`src/hw/rtl/i2cdw_pkg.sv`:
```
`timescale 1ns / 1ps
// shared types and constants of the i2c display write framer
// no dependencies
package i2cdw_pkg;

  // bus phase codes
  localparam logic [4:0] PH_IDLE     = 5'd0;
  localparam logic [4:0] PH_ST0      = 5'd1;
  localparam logic [4:0] PH_ST1      = 5'd2;
  localparam logic [4:0] PH_ST2      = 5'd3;
  localparam logic [4:0] PH_BIT_LO   = 5'd4;
  localparam logic [4:0] PH_BIT_HI   = 5'd5;
  localparam logic [4:0] PH_BIT_TAIL = 5'd6;
  localparam logic [4:0] PH_ACK_LO   = 5'd7;
  localparam logic [4:0] PH_ACK_HI   = 5'd8;
  localparam logic [4:0] PH_ACK_TAIL = 5'd9;
  localparam logic [4:0] PH_STOP     = 5'd10;

  // request opcodes
  localparam logic [1:0] OP_TICK      = 2'd0;
  localparam logic [1:0] OP_CMD_WRITE = 2'd1;
  localparam logic [1:0] OP_DAT_WRITE = 2'd2;

  // control bytes
  localparam logic [7:0] CTRL_COMMAND = 8'h00;
  localparam logic [7:0] CTRL_DATA    = 8'h40;

  // configuration register indexes and reset values
  localparam logic REG_DEV_ADDR = 1'b0;
  localparam logic REG_SEG_TICKS = 1'b1;
  localparam logic [7:0] DEV_ADDR_RST = 8'd120;
  localparam logic [9:0] SEG_TICKS_RST = 10'd10;

  localparam logic [3:0] LAST_BIT = 4'd7;

  // one result item, scl in the lowest bit
  typedef struct packed {
    logic done;
    logic nack;
    logic busy;
    logic sda;
    logic scl;
  } res_t;

endpackage

```
`src/hw/rtl/i2c_display_write_framer.sv`:
```
`timescale 1ns / 1ps
// i2c display write framer top level: config registers, sequencer, result buffer
// depends on i2cdw_pkg, i2cdw_core and i2cdw_skid
//
// Each input item is one tick of bus timing; every item produces exactly one result
// item holding the scl/sda levels after that tick, busy, the sticky nack flag and a
// one-tick done pulse at the end of the stop condition. A tick with opcode 1 (command)
// or 2 (data) while idle starts a transaction: start, device address byte, control
// byte (0x00 command, 0x40 data), payload byte, each msb first with an ack clock,
// then stop; every line segment lasts segment_ticks ticks (0 acts as 1). Requests
// while busy are ignored. Throughput is one item per clock while the skid entry is
// empty: the whole per-tick update of the sequencer state is combinational into its
// registers, and a result register plus one skid entry let a new item be taken while an
// earlier result waits. Registers: device_address at 0x0, segment_ticks at 0x4, to be
// written by the user only while no item is in flight; the block does not enforce it.
module i2c_display_write_framer (
  input  logic        clk,
  input  logic        rst_n,
  // input items
  input  logic        in_tvalid,
  output logic        in_tready,
  input  logic [15:0] in_tdata,   // [7:0] tx_byte, [8] sda_in, [15:9] zero
  input  logic [1:0]  in_tuser,   // [1:0] opcode
  // result items
  output logic        out_tvalid,
  input  logic        out_tready,
  output logic [7:0]  out_tdata,  // [0] scl_out, [1] sda_out, [2] busy_res,
                                  // [3] nack_seen, [4] done_res, [7:5] zero
  // configuration
  input  logic        cfg_psel,
  input  logic        cfg_penable,
  input  logic        cfg_pwrite,
  input  logic [2:0]  cfg_paddr,
  input  logic [31:0] cfg_pwdata,
  output logic [31:0] cfg_prdata,
  output logic        cfg_pready
);

  logic [7:0]      dev_addr_r;
  logic [9:0]      seg_ticks_r;
  logic            in_acc;
  logic            cfg_wr;
  i2cdw_pkg::res_t core_res;
  i2cdw_pkg::res_t out_res;

  assign cfg_pready = 1'b1;
  assign cfg_wr     = cfg_psel && cfg_penable && cfg_pwrite && cfg_pready;

  // register index is address bit 2; other address bits are ignored
  always_ff @(posedge clk) begin
    if (!rst_n) begin
      dev_addr_r  <= i2cdw_pkg::DEV_ADDR_RST;
      seg_ticks_r <= i2cdw_pkg::SEG_TICKS_RST;
    end else if (cfg_wr) begin
      if (cfg_paddr[2] == i2cdw_pkg::REG_DEV_ADDR) begin
        dev_addr_r <= cfg_pwdata[7:0];
      end else begin
        seg_ticks_r <= cfg_pwdata[9:0];
      end
    end
  end

  always_comb begin
    case (cfg_paddr[2])
      i2cdw_pkg::REG_DEV_ADDR:  cfg_prdata = {24'd0, dev_addr_r};
      i2cdw_pkg::REG_SEG_TICKS: cfg_prdata = {22'd0, seg_ticks_r};
      default:                  cfg_prdata = 32'd0;
    endcase
  end

  // sequencer state moves only on an accepted tick
  assign in_acc = in_tvalid && in_tready;

  i2cdw_core u_core (
    .clk       (clk),
    .rst_n     (rst_n),
    .acc       (in_acc),
    .opcode    (in_tuser),
    .tx_byte   (in_tdata[7:0]),
    .sda_in    (in_tdata[8]),
    .dev_addr  (dev_addr_r),
    .seg_ticks (seg_ticks_r),
    .res       (core_res)
  );

  // result register and skid entry decouple the two sides
  i2cdw_skid u_skid (
    .clk      (clk),
    .rst_n    (rst_n),
    .wr_valid (in_acc),
    .wr_ready (in_tready),
    .wr_data  (core_res),
    .rd_valid (out_tvalid),
    .rd_ready (out_tready),
    .rd_data  (out_res)
  );

  assign out_tdata = {3'd0, out_res};

endmodule

```
`src/hw/rtl/i2cdw_core.sv`:
```
`timescale 1ns / 1ps
// bus sequencer: state registers and per-tick next-state logic
// depends on i2cdw_pkg
module i2cdw_core (
  input  logic               clk,
  input  logic               rst_n,
  input  logic               acc,
  input  logic [1:0]         opcode,
  input  logic [7:0]         tx_byte,
  input  logic               sda_in,
  input  logic [7:0]         dev_addr,
  input  logic [9:0]         seg_ticks,
  output i2cdw_pkg::res_t    res
);

  logic [4:0] phase_r, phase_nxt;
  logic [3:0] bit_cnt_r, bit_cnt_nxt;
  logic [1:0] byte_pos_r, byte_pos_nxt;
  logic [7:0] shift_r, shift_nxt;
  logic [7:0] payload_r, payload_nxt;
  logic       dsel_r, dsel_nxt;
  logic [9:0] tick_r, tick_nxt;
  logic       nack_r, nack_nxt;
  logic       scl_r, scl_nxt;
  logic       sda_r, sda_nxt;
  logic       done;
  logic [9:0] seg;
  logic [9:0] tick_inc;

  assign seg      = (seg_ticks == 10'd0) ? 10'd1 : seg_ticks;
  assign tick_inc = tick_r + 10'd1;

  always_comb begin
    phase_nxt    = phase_r;
    bit_cnt_nxt  = bit_cnt_r;
    byte_pos_nxt = byte_pos_r;
    shift_nxt    = shift_r;
    payload_nxt  = payload_r;
    dsel_nxt     = dsel_r;
    tick_nxt     = tick_r;
    nack_nxt     = nack_r;
    scl_nxt      = scl_r;
    sda_nxt      = sda_r;
    done         = 1'b0;
    if (acc) begin
      if (phase_r == i2cdw_pkg::PH_IDLE) begin
        if (opcode == i2cdw_pkg::OP_CMD_WRITE || opcode == i2cdw_pkg::OP_DAT_WRITE) begin
          payload_nxt  = tx_byte;
          dsel_nxt     = (opcode == i2cdw_pkg::OP_DAT_WRITE);
          nack_nxt     = 1'b0;
          bit_cnt_nxt  = 4'd0;
          byte_pos_nxt = 2'd0;
          shift_nxt    = 8'd0;
          tick_nxt     = 10'd0;
          phase_nxt    = i2cdw_pkg::PH_ST0;
          scl_nxt      = 1'b1;
          sda_nxt      = 1'b1;
        end
      end else begin
        tick_nxt = tick_inc;
        if (tick_inc >= seg) begin
          tick_nxt = 10'd0;
          case (phase_r)
            i2cdw_pkg::PH_ST0: begin
              phase_nxt = i2cdw_pkg::PH_ST1;
              scl_nxt   = 1'b1;
              sda_nxt   = 1'b0;
            end
            i2cdw_pkg::PH_ST1: begin
              phase_nxt = i2cdw_pkg::PH_ST2;
              scl_nxt   = 1'b0;
              sda_nxt   = 1'b0;
            end
            i2cdw_pkg::PH_ST2: begin
              byte_pos_nxt = 2'd0;
              shift_nxt    = dev_addr;
              bit_cnt_nxt  = 4'd0;
              phase_nxt    = i2cdw_pkg::PH_BIT_LO;
              scl_nxt      = 1'b0;
              sda_nxt      = dev_addr[7];
            end
            i2cdw_pkg::PH_BIT_LO: begin
              phase_nxt = i2cdw_pkg::PH_BIT_HI;
              scl_nxt   = 1'b1;
              sda_nxt   = shift_r[7];
            end
            i2cdw_pkg::PH_BIT_HI: begin
              phase_nxt = i2cdw_pkg::PH_BIT_TAIL;
              scl_nxt   = 1'b0;
              // release the data line after the eighth bit
              sda_nxt   = (bit_cnt_r >= i2cdw_pkg::LAST_BIT) ? 1'b1 : shift_r[7];
            end
            i2cdw_pkg::PH_BIT_TAIL: begin
              shift_nxt = {shift_r[6:0], 1'b0};
              scl_nxt   = 1'b0;
              if (bit_cnt_r >= i2cdw_pkg::LAST_BIT) begin
                bit_cnt_nxt = 4'd0;
                phase_nxt   = i2cdw_pkg::PH_ACK_LO;
                sda_nxt     = 1'b1;
              end else begin
                bit_cnt_nxt = bit_cnt_r + 4'd1;
                phase_nxt   = i2cdw_pkg::PH_BIT_LO;
                sda_nxt     = shift_r[6];
              end
            end
            i2cdw_pkg::PH_ACK_LO: begin
              phase_nxt = i2cdw_pkg::PH_ACK_HI;
              scl_nxt   = 1'b1;
              sda_nxt   = 1'b1;
            end
            i2cdw_pkg::PH_ACK_HI: begin
              if (sda_in) begin
                nack_nxt = 1'b1;
              end
              phase_nxt = i2cdw_pkg::PH_ACK_TAIL;
              scl_nxt   = 1'b0;
              sda_nxt   = 1'b1;
            end
            i2cdw_pkg::PH_ACK_TAIL: begin
              if (byte_pos_r >= 2'd2) begin
                phase_nxt = i2cdw_pkg::PH_STOP;
                scl_nxt   = 1'b1;
                sda_nxt   = 1'b0;
              end else if (byte_pos_r == 2'd0) begin
                byte_pos_nxt = 2'd1;
                shift_nxt    = dsel_r ? i2cdw_pkg::CTRL_DATA : i2cdw_pkg::CTRL_COMMAND;
                bit_cnt_nxt  = 4'd0;
                phase_nxt    = i2cdw_pkg::PH_BIT_LO;
                scl_nxt      = 1'b0;
                sda_nxt      = dsel_r ? i2cdw_pkg::CTRL_DATA[7] : i2cdw_pkg::CTRL_COMMAND[7];
              end else begin
                byte_pos_nxt = 2'd2;
                shift_nxt    = payload_r;
                bit_cnt_nxt  = 4'd0;
                phase_nxt    = i2cdw_pkg::PH_BIT_LO;
                scl_nxt      = 1'b0;
                sda_nxt      = payload_r[7];
              end
            end
            i2cdw_pkg::PH_STOP: begin
              phase_nxt    = i2cdw_pkg::PH_IDLE;
              byte_pos_nxt = 2'd0;
              bit_cnt_nxt  = 4'd0;
              scl_nxt      = 1'b1;
              sda_nxt      = 1'b1;
              done         = 1'b1;
            end
            default: begin
              phase_nxt = i2cdw_pkg::PH_IDLE;
              scl_nxt   = 1'b1;
              sda_nxt   = 1'b1;
            end
          endcase
        end
      end
    end
  end

  always_ff @(posedge clk) begin
    if (!rst_n) begin
      phase_r    <= i2cdw_pkg::PH_IDLE;
      bit_cnt_r  <= 4'd0;
      byte_pos_r <= 2'd0;
      shift_r    <= 8'd0;
      payload_r  <= 8'd0;
      dsel_r     <= 1'b0;
      tick_r     <= 10'd0;
      nack_r     <= 1'b0;
      scl_r      <= 1'b1;
      sda_r      <= 1'b1;
    end else begin
      phase_r    <= phase_nxt;
      bit_cnt_r  <= bit_cnt_nxt;
      byte_pos_r <= byte_pos_nxt;
      shift_r    <= shift_nxt;
      payload_r  <= payload_nxt;
      dsel_r     <= dsel_nxt;
      tick_r     <= tick_nxt;
      nack_r     <= nack_nxt;
      scl_r      <= scl_nxt;
      sda_r      <= sda_nxt;
    end
  end

  // result reflects the levels after this tick's update
  assign res.scl  = scl_nxt;
  assign res.sda  = sda_nxt;
  assign res.busy = (phase_nxt != i2cdw_pkg::PH_IDLE);
  assign res.nack = nack_nxt;
  assign res.done = done;

`ifndef SYNTH
  a_start_enters_st0: assert property (@(posedge clk) disable iff (!rst_n)
    (acc && phase_r == i2cdw_pkg::PH_IDLE &&
     (opcode == i2cdw_pkg::OP_CMD_WRITE || opcode == i2cdw_pkg::OP_DAT_WRITE))
    |=> (phase_r == i2cdw_pkg::PH_ST0 && tick_r == 10'd0 && !nack_r))
    else $error("request from idle did not open a start condition");

  a_idle_released: assert property (@(posedge clk) disable iff (!rst_n)
    (phase_r == i2cdw_pkg::PH_IDLE) |-> (scl_r && sda_r))
    else $error("bus lines not released while idle");

  a_bit_cnt_range: assert property (@(posedge clk) disable iff (!rst_n)
    (phase_r == i2cdw_pkg::PH_BIT_LO || phase_r == i2cdw_pkg::PH_BIT_HI ||
     phase_r == i2cdw_pkg::PH_BIT_TAIL) |-> (bit_cnt_r <= i2cdw_pkg::LAST_BIT))
    else $error("bit counter beyond last bit");

  a_done_goes_idle: assert property (@(posedge clk) disable iff (!rst_n)
    done |=> (phase_r == i2cdw_pkg::PH_IDLE))
    else $error("stop completed but sequencer not idle");
`endif

endmodule

```
`src/hw/rtl/i2cdw_skid.sv`:
```
`timescale 1ns / 1ps
// result register with one skid entry behind it
// depends on i2cdw_pkg
module i2cdw_skid (
  input  logic             clk,
  input  logic             rst_n,
  input  logic             wr_valid,
  output logic             wr_ready,
  input  i2cdw_pkg::res_t  wr_data,
  output logic             rd_valid,
  input  logic             rd_ready,
  output i2cdw_pkg::res_t  rd_data
);

  logic            out_vld_r;
  logic            skid_vld_r;
  i2cdw_pkg::res_t out_r;
  i2cdw_pkg::res_t skid_r;

  assign wr_ready = !skid_vld_r;
  assign rd_valid = out_vld_r;
  assign rd_data  = out_r;

  always_ff @(posedge clk) begin
    if (!rst_n) begin
      out_vld_r  <= 1'b0;
      skid_vld_r <= 1'b0;
    end else if (!out_vld_r || rd_ready) begin
      out_vld_r  <= skid_vld_r || wr_valid;
      skid_vld_r <= 1'b0;
    end else if (wr_valid && !skid_vld_r) begin
      skid_vld_r <= 1'b1;
    end
  end

  always_ff @(posedge clk) begin
    if (!out_vld_r || rd_ready) begin
      out_r <= skid_vld_r ? skid_r : wr_data;
    end else if (wr_valid && !skid_vld_r) begin
      skid_r <= wr_data;
    end
  end

`ifndef SYNTH
  a_no_overwrite: assert property (@(posedge clk) disable iff (!rst_n)
    (out_vld_r && !rd_ready) |=> out_vld_r)
    else $error("pending item dropped");

  a_skid_needs_out: assert property (@(posedge clk) disable iff (!rst_n)
    skid_vld_r |-> out_vld_r)
    else $error("skid entry held with empty output register");

  a_skid_drains: assert property (@(posedge clk) disable iff (!rst_n)
    (skid_vld_r && rd_ready) |=> (out_vld_r && !skid_vld_r))
    else $error("skid entry not moved forward");
`endif

endmodule

```
`config.mk`:
```
export PLATFORM = sky130hd
export DESIGN_NAME = i2c_display_write_framer
export DESIGN_NICKNAME = d
export VERILOG_FILES = /design/src/hw/rtl/i2cdw_pkg.sv /design/src/hw/rtl/i2c_display_write_framer.sv /design/src/hw/rtl/i2cdw_core.sv /design/src/hw/rtl/i2cdw_skid.sv
export SDC_FILE = /design/constraint.sdc
export NUM_CORES = 1
export LEC_CHECK = 0
export ABC_AREA = 1
export BUFFER_PORTS_ARGS = -buffer_cell sky130_fd_sc_hd__buf_2
export CORE_ASPECT_RATIO = 0.9
export CORE_UTILIZATION = 35
export DETAILED_ROUTE_END_ITERATION = 7
export PLACE_DENSITY_LB_ADDON = 0.15
export SETUP_SLACK_MARGIN = 0.3
export SYNTH_ARGS = -nofsm -noshare
export SYNTH_HDL_FRONTEND = slang
export SYNTH_SLANG_ARGS = --single-unit
```
`constraint.sdc`:
```
create_clock -name clk -period 2.5 [get_ports clk]
set_input_delay 0.125 -clock clk [delete_from_list [all_inputs] [get_ports clk]]
set_output_delay 0.125 -clock clk [all_outputs]
set_load 0.05 [all_outputs]
```
==> impl_metrics.json <==
{
  "status": "complete, but fails checks",
  "violations": "negative setup slack",
  "routed_via_density": 4.58,
  "skew_ps": 5.87,
  "synth_cells": 548,
  "leakagePower_uw": 0.00229,
  "clockRootBuffer": "clkbuf_16",
  "synth_area_leaders": "dfxtp_1 (31%), nand2_1 (12%), edfxtp_1 (7.7%), inv_1 (6.1%), o21ai_0 (6.0%)",
  "path_class": "reg -> reg",
  "placed_area_sq_um": 4510,
  "place_congestion": 0.833,
  "ant_nets": 0,
  "grt_overflow": 0,
  "grt_usage_pct": 17.5,
  "synth_ff_type": "dfxtp_1",
  "drtIter0Drc": 115,
  "firstDrtPassIters": 4,
  "cts_tree": "built",
  "p_total_uw": 2960,
  "grt_antenna_before_repair": 0,
  "grt_pass1_wl_um": 15700,
  "cap_violations": 0,
  "fillers": 1080,
  "vias": 3643,
  "crit_fanout": 5,
  "setup_ws_ps": -216,
  "fmax_mhz": 368,
  "syn-mean-instance-area_sq_um": 7.15,
  "stdcell_area_sq_um": 5110,
  "io_buffers": 45,
  "clockPowerShare_pct": 41.2,
  "cts_max_path_buffers": 2,
  "final_hold_viol_count": 0,
  "min_period_ps": 2720,
  "final_cells": 796,
  "insertion_delay_ps": 340,
  "setup_violations": 36,
  "slew_viol_final": 0,
  "vdd_ir_drop_max_v": 0.000457,
  "ys_seq_elements": 71,
  "ios": 103,
  "synth_edf_count": 10,
  "synth_top_area_share_pct": 31.2,
  "rsz0062_at_grt": "true",
  "async_flop_share_pct": 0,
  "switching_share_pct": 30.6,
  "yosys.area.top_type": "dfxtp_1",
  "dp_hpwl_um": 7030,
  "cts_inserted_buffers": 9,
  "multiInputGateArea_sq_um": 2180,
  "grt_pass1_vias": 3352,
  "finish.utilization_pct": 47.0,
  "finalCritPeriodShare_pct": 109,
  "syn2layout_area_growth_pct": 30.4,
  "drive_gt1_share_pct": 27.6,
  "regArea_sq_um": 1530,
  "setup_tns_ps": -4060,
  "grt_max_degree": 29,
  "power.combinational.fraction_pct": 17.4,
  "cp-end-kind": "flip-flop",
  "place_inst": 761,
  "seqPwrFrac_pct": 41.4,
  "yosysWarnings": 0,
  "critPathArrivalTime_ps": 2810,
  "initial_utilization_pct": 36.1,
  "wl_per_cell_um": 12.1,
  "synth_seq_area_share_pct": 38.8,
  "crit_required_ps": 2600,
  "num_rows": 36,
  "hold_path_class": "in -> reg",
  "syn-cell-area_sq_um": 3920,
  "die_w_um": 114,
  "p_int_uw": 2060,
  "clk_pin_slew_ps": 60,
  "antenna_cells": 0,
  "htree_levels": 3,
  "synth_cell_types": 36,
  "core_area_sq_um": 10900,
  "p_sw_uw": 905,
  "worst_setup_path_start_kind": "flip-flop",
  "nets": 712,
  "die_h_um": 102,
  "routed_wl_um": 9640,
  "power_density_nw_per_um2": 580,
  "cts.sinks": 71,
  "drc": 0,
  "dieArea_sq_um": 11600
}
layer usage:
metal,vias up,wire [um],GRT usage [%]
met5,-,0,0
met4,0,157,7.29
met3,12,389,3.74
met2,86,4420,28.3
met1,1641,4670,22.8
li1,1904,-,-
worst paths after layout:
check	from	to	slack [ps]	cells past startpoint
setup / recovery	u_core.tick_r[0]	u_skid.rd_data[2]	-220	19
hold reg to reg	u_core.dsel_r	u_core.dsel_r	460	2
hold / removal	cfg_pwdata[6]	dev_addr_r[6]	10	3
setup reg to reg	u_core.tick_r[0]	u_skid.rd_data[2]	-220	19
per-stage QoR:
step | setup WS, ps | hold slack (ps)
floorplan | 49.0 | 251
global placement | -125 | 361
detailed placement | -191 | 368
CTS | -182 | 6.16
global route | -482 | 19.5
finish | -216 | 12.2
kinds of logic (layout without fill, tap and decap cells):
kind of cell / Yosys count / after routing / share of synthesized area [%]
flops: 71 / 71 / 38.8
simple gates: 239 / 239 / 27.5
xor+xnor: 7 / 7 / 1.57
compound gates: 106 / 106 / 14.6
other cells: 2 / 26 / 0.192
fa+ha+maj: 13 / 13 / 4.15
buf+inv: 110 / 182 / 13.2
power groups by stage:
stage / logic [uW] / clock network [uW] / registers, uW
after floorplan: 364 / 0 / 1270
after global placement: 470 / 0 / 1250
after detailed placement: 474 / 0 / 1250
after CTS: 488 / 1250 / 1230
after global routing: 566 / 1300 / 1230
final: 516 / 1220 / 1220
cell type report:
| cell class | count | share of cell area, % |
|---|---|---|
| Sequential cell | 71 | 30.0 |
| Inverter | 70 | 5.19 |
| Clock inverter | 6 | 0.857 |
| Timing Repair Buffer | 96 | 12.9 |
| Tap cell | 152 | 3.72 |
| Multi-Input combinational cell | 391 | 42.7 |
| Clock buffer | 10 | 4.68 |
cells in the final DEF (no fill, tap or decap), types with 11 or more instances in the layout:
cell / count
nand2_1: 112
inv_1: 62
dfxtp_1: 58
nor2_1: 45
buf_2: 45
o21ai_0: 43
a21oi_1: 39
buf_4: 38
nand3_1: 33
conb_1: 26
buf_6: 13
ha_1: 12
nand2_2: 11
synthesized netlist by cell type, types with 2 or more instances:
cell / instances
inv_2: 5
inv_1: 64
buf_2: 4
nor2_2: 3
xor2_1: 5
edfxtp_1: 10
nor2_4: 4
a21oi_1: 45
clkbuf_1: 9
nor2_1: 51
a31oi_1: 3
conb_1: 2
nand2_1: 124
nand2_2: 4
xnor2_1: 2
nand2_4: 2
buf_4: 26
ha_1: 13
nand3_1: 38
nand4_1: 7
o211ai_1: 4
a211oi_1: 3
o21ai_0: 47
dfxtp_1: 61
worst max-delay path, stage by stage, from the launching register on:
cell     delay, ps
dfxtp_4        380
nand2_4         60
nor2_4         100
nand2_2         70
nor2_4         160
nand4_1        140
xnor2_2        170
ha_1           310
nand2_2        110
inv_2           50
a21oi_4        200
nand4_4        160
nand2_4        120
nand2_2         50
nand2_2         60
nand2_1         50
nor2_1          90
nand2_1         70
nand2_1         60
nand2_1         50
sequential cells by signal, summed over array words and instances, names as in the netlist:
signal,flops
u_core.sda_r,1
u_core.dsel_r,1
u_core.tick_r,10
u_core.shift_r,8
u_core.payload_r,8
u_skid.skid_r,5
u_core.phase_r,5
u_core.nack_r,1
u_skid.rd_valid,1
seg_ticks_r,10
u_core.byte_pos_r,2
dev_addr_r,8
u_core.scl_r,1
u_core.bit_cnt_r,4
u_skid.rd_data,5
u_skid.skid_vld_r,1
repair_timing:
| item | 4_1_cts | 5_1_grt |
|---|---|---|
| setup buffers | 7 | 11 |
| hold buffers | 0 | 0 |
| gates resized for setup | 8 | 41 |
| setup endpoints to repair | 42 | 42 |
| pin swaps | 4 | 19 |
| hold endpoints to repair | 0 | 0 |
| cloned | 0 | 1 |
(Power assumes the default switching activity.)
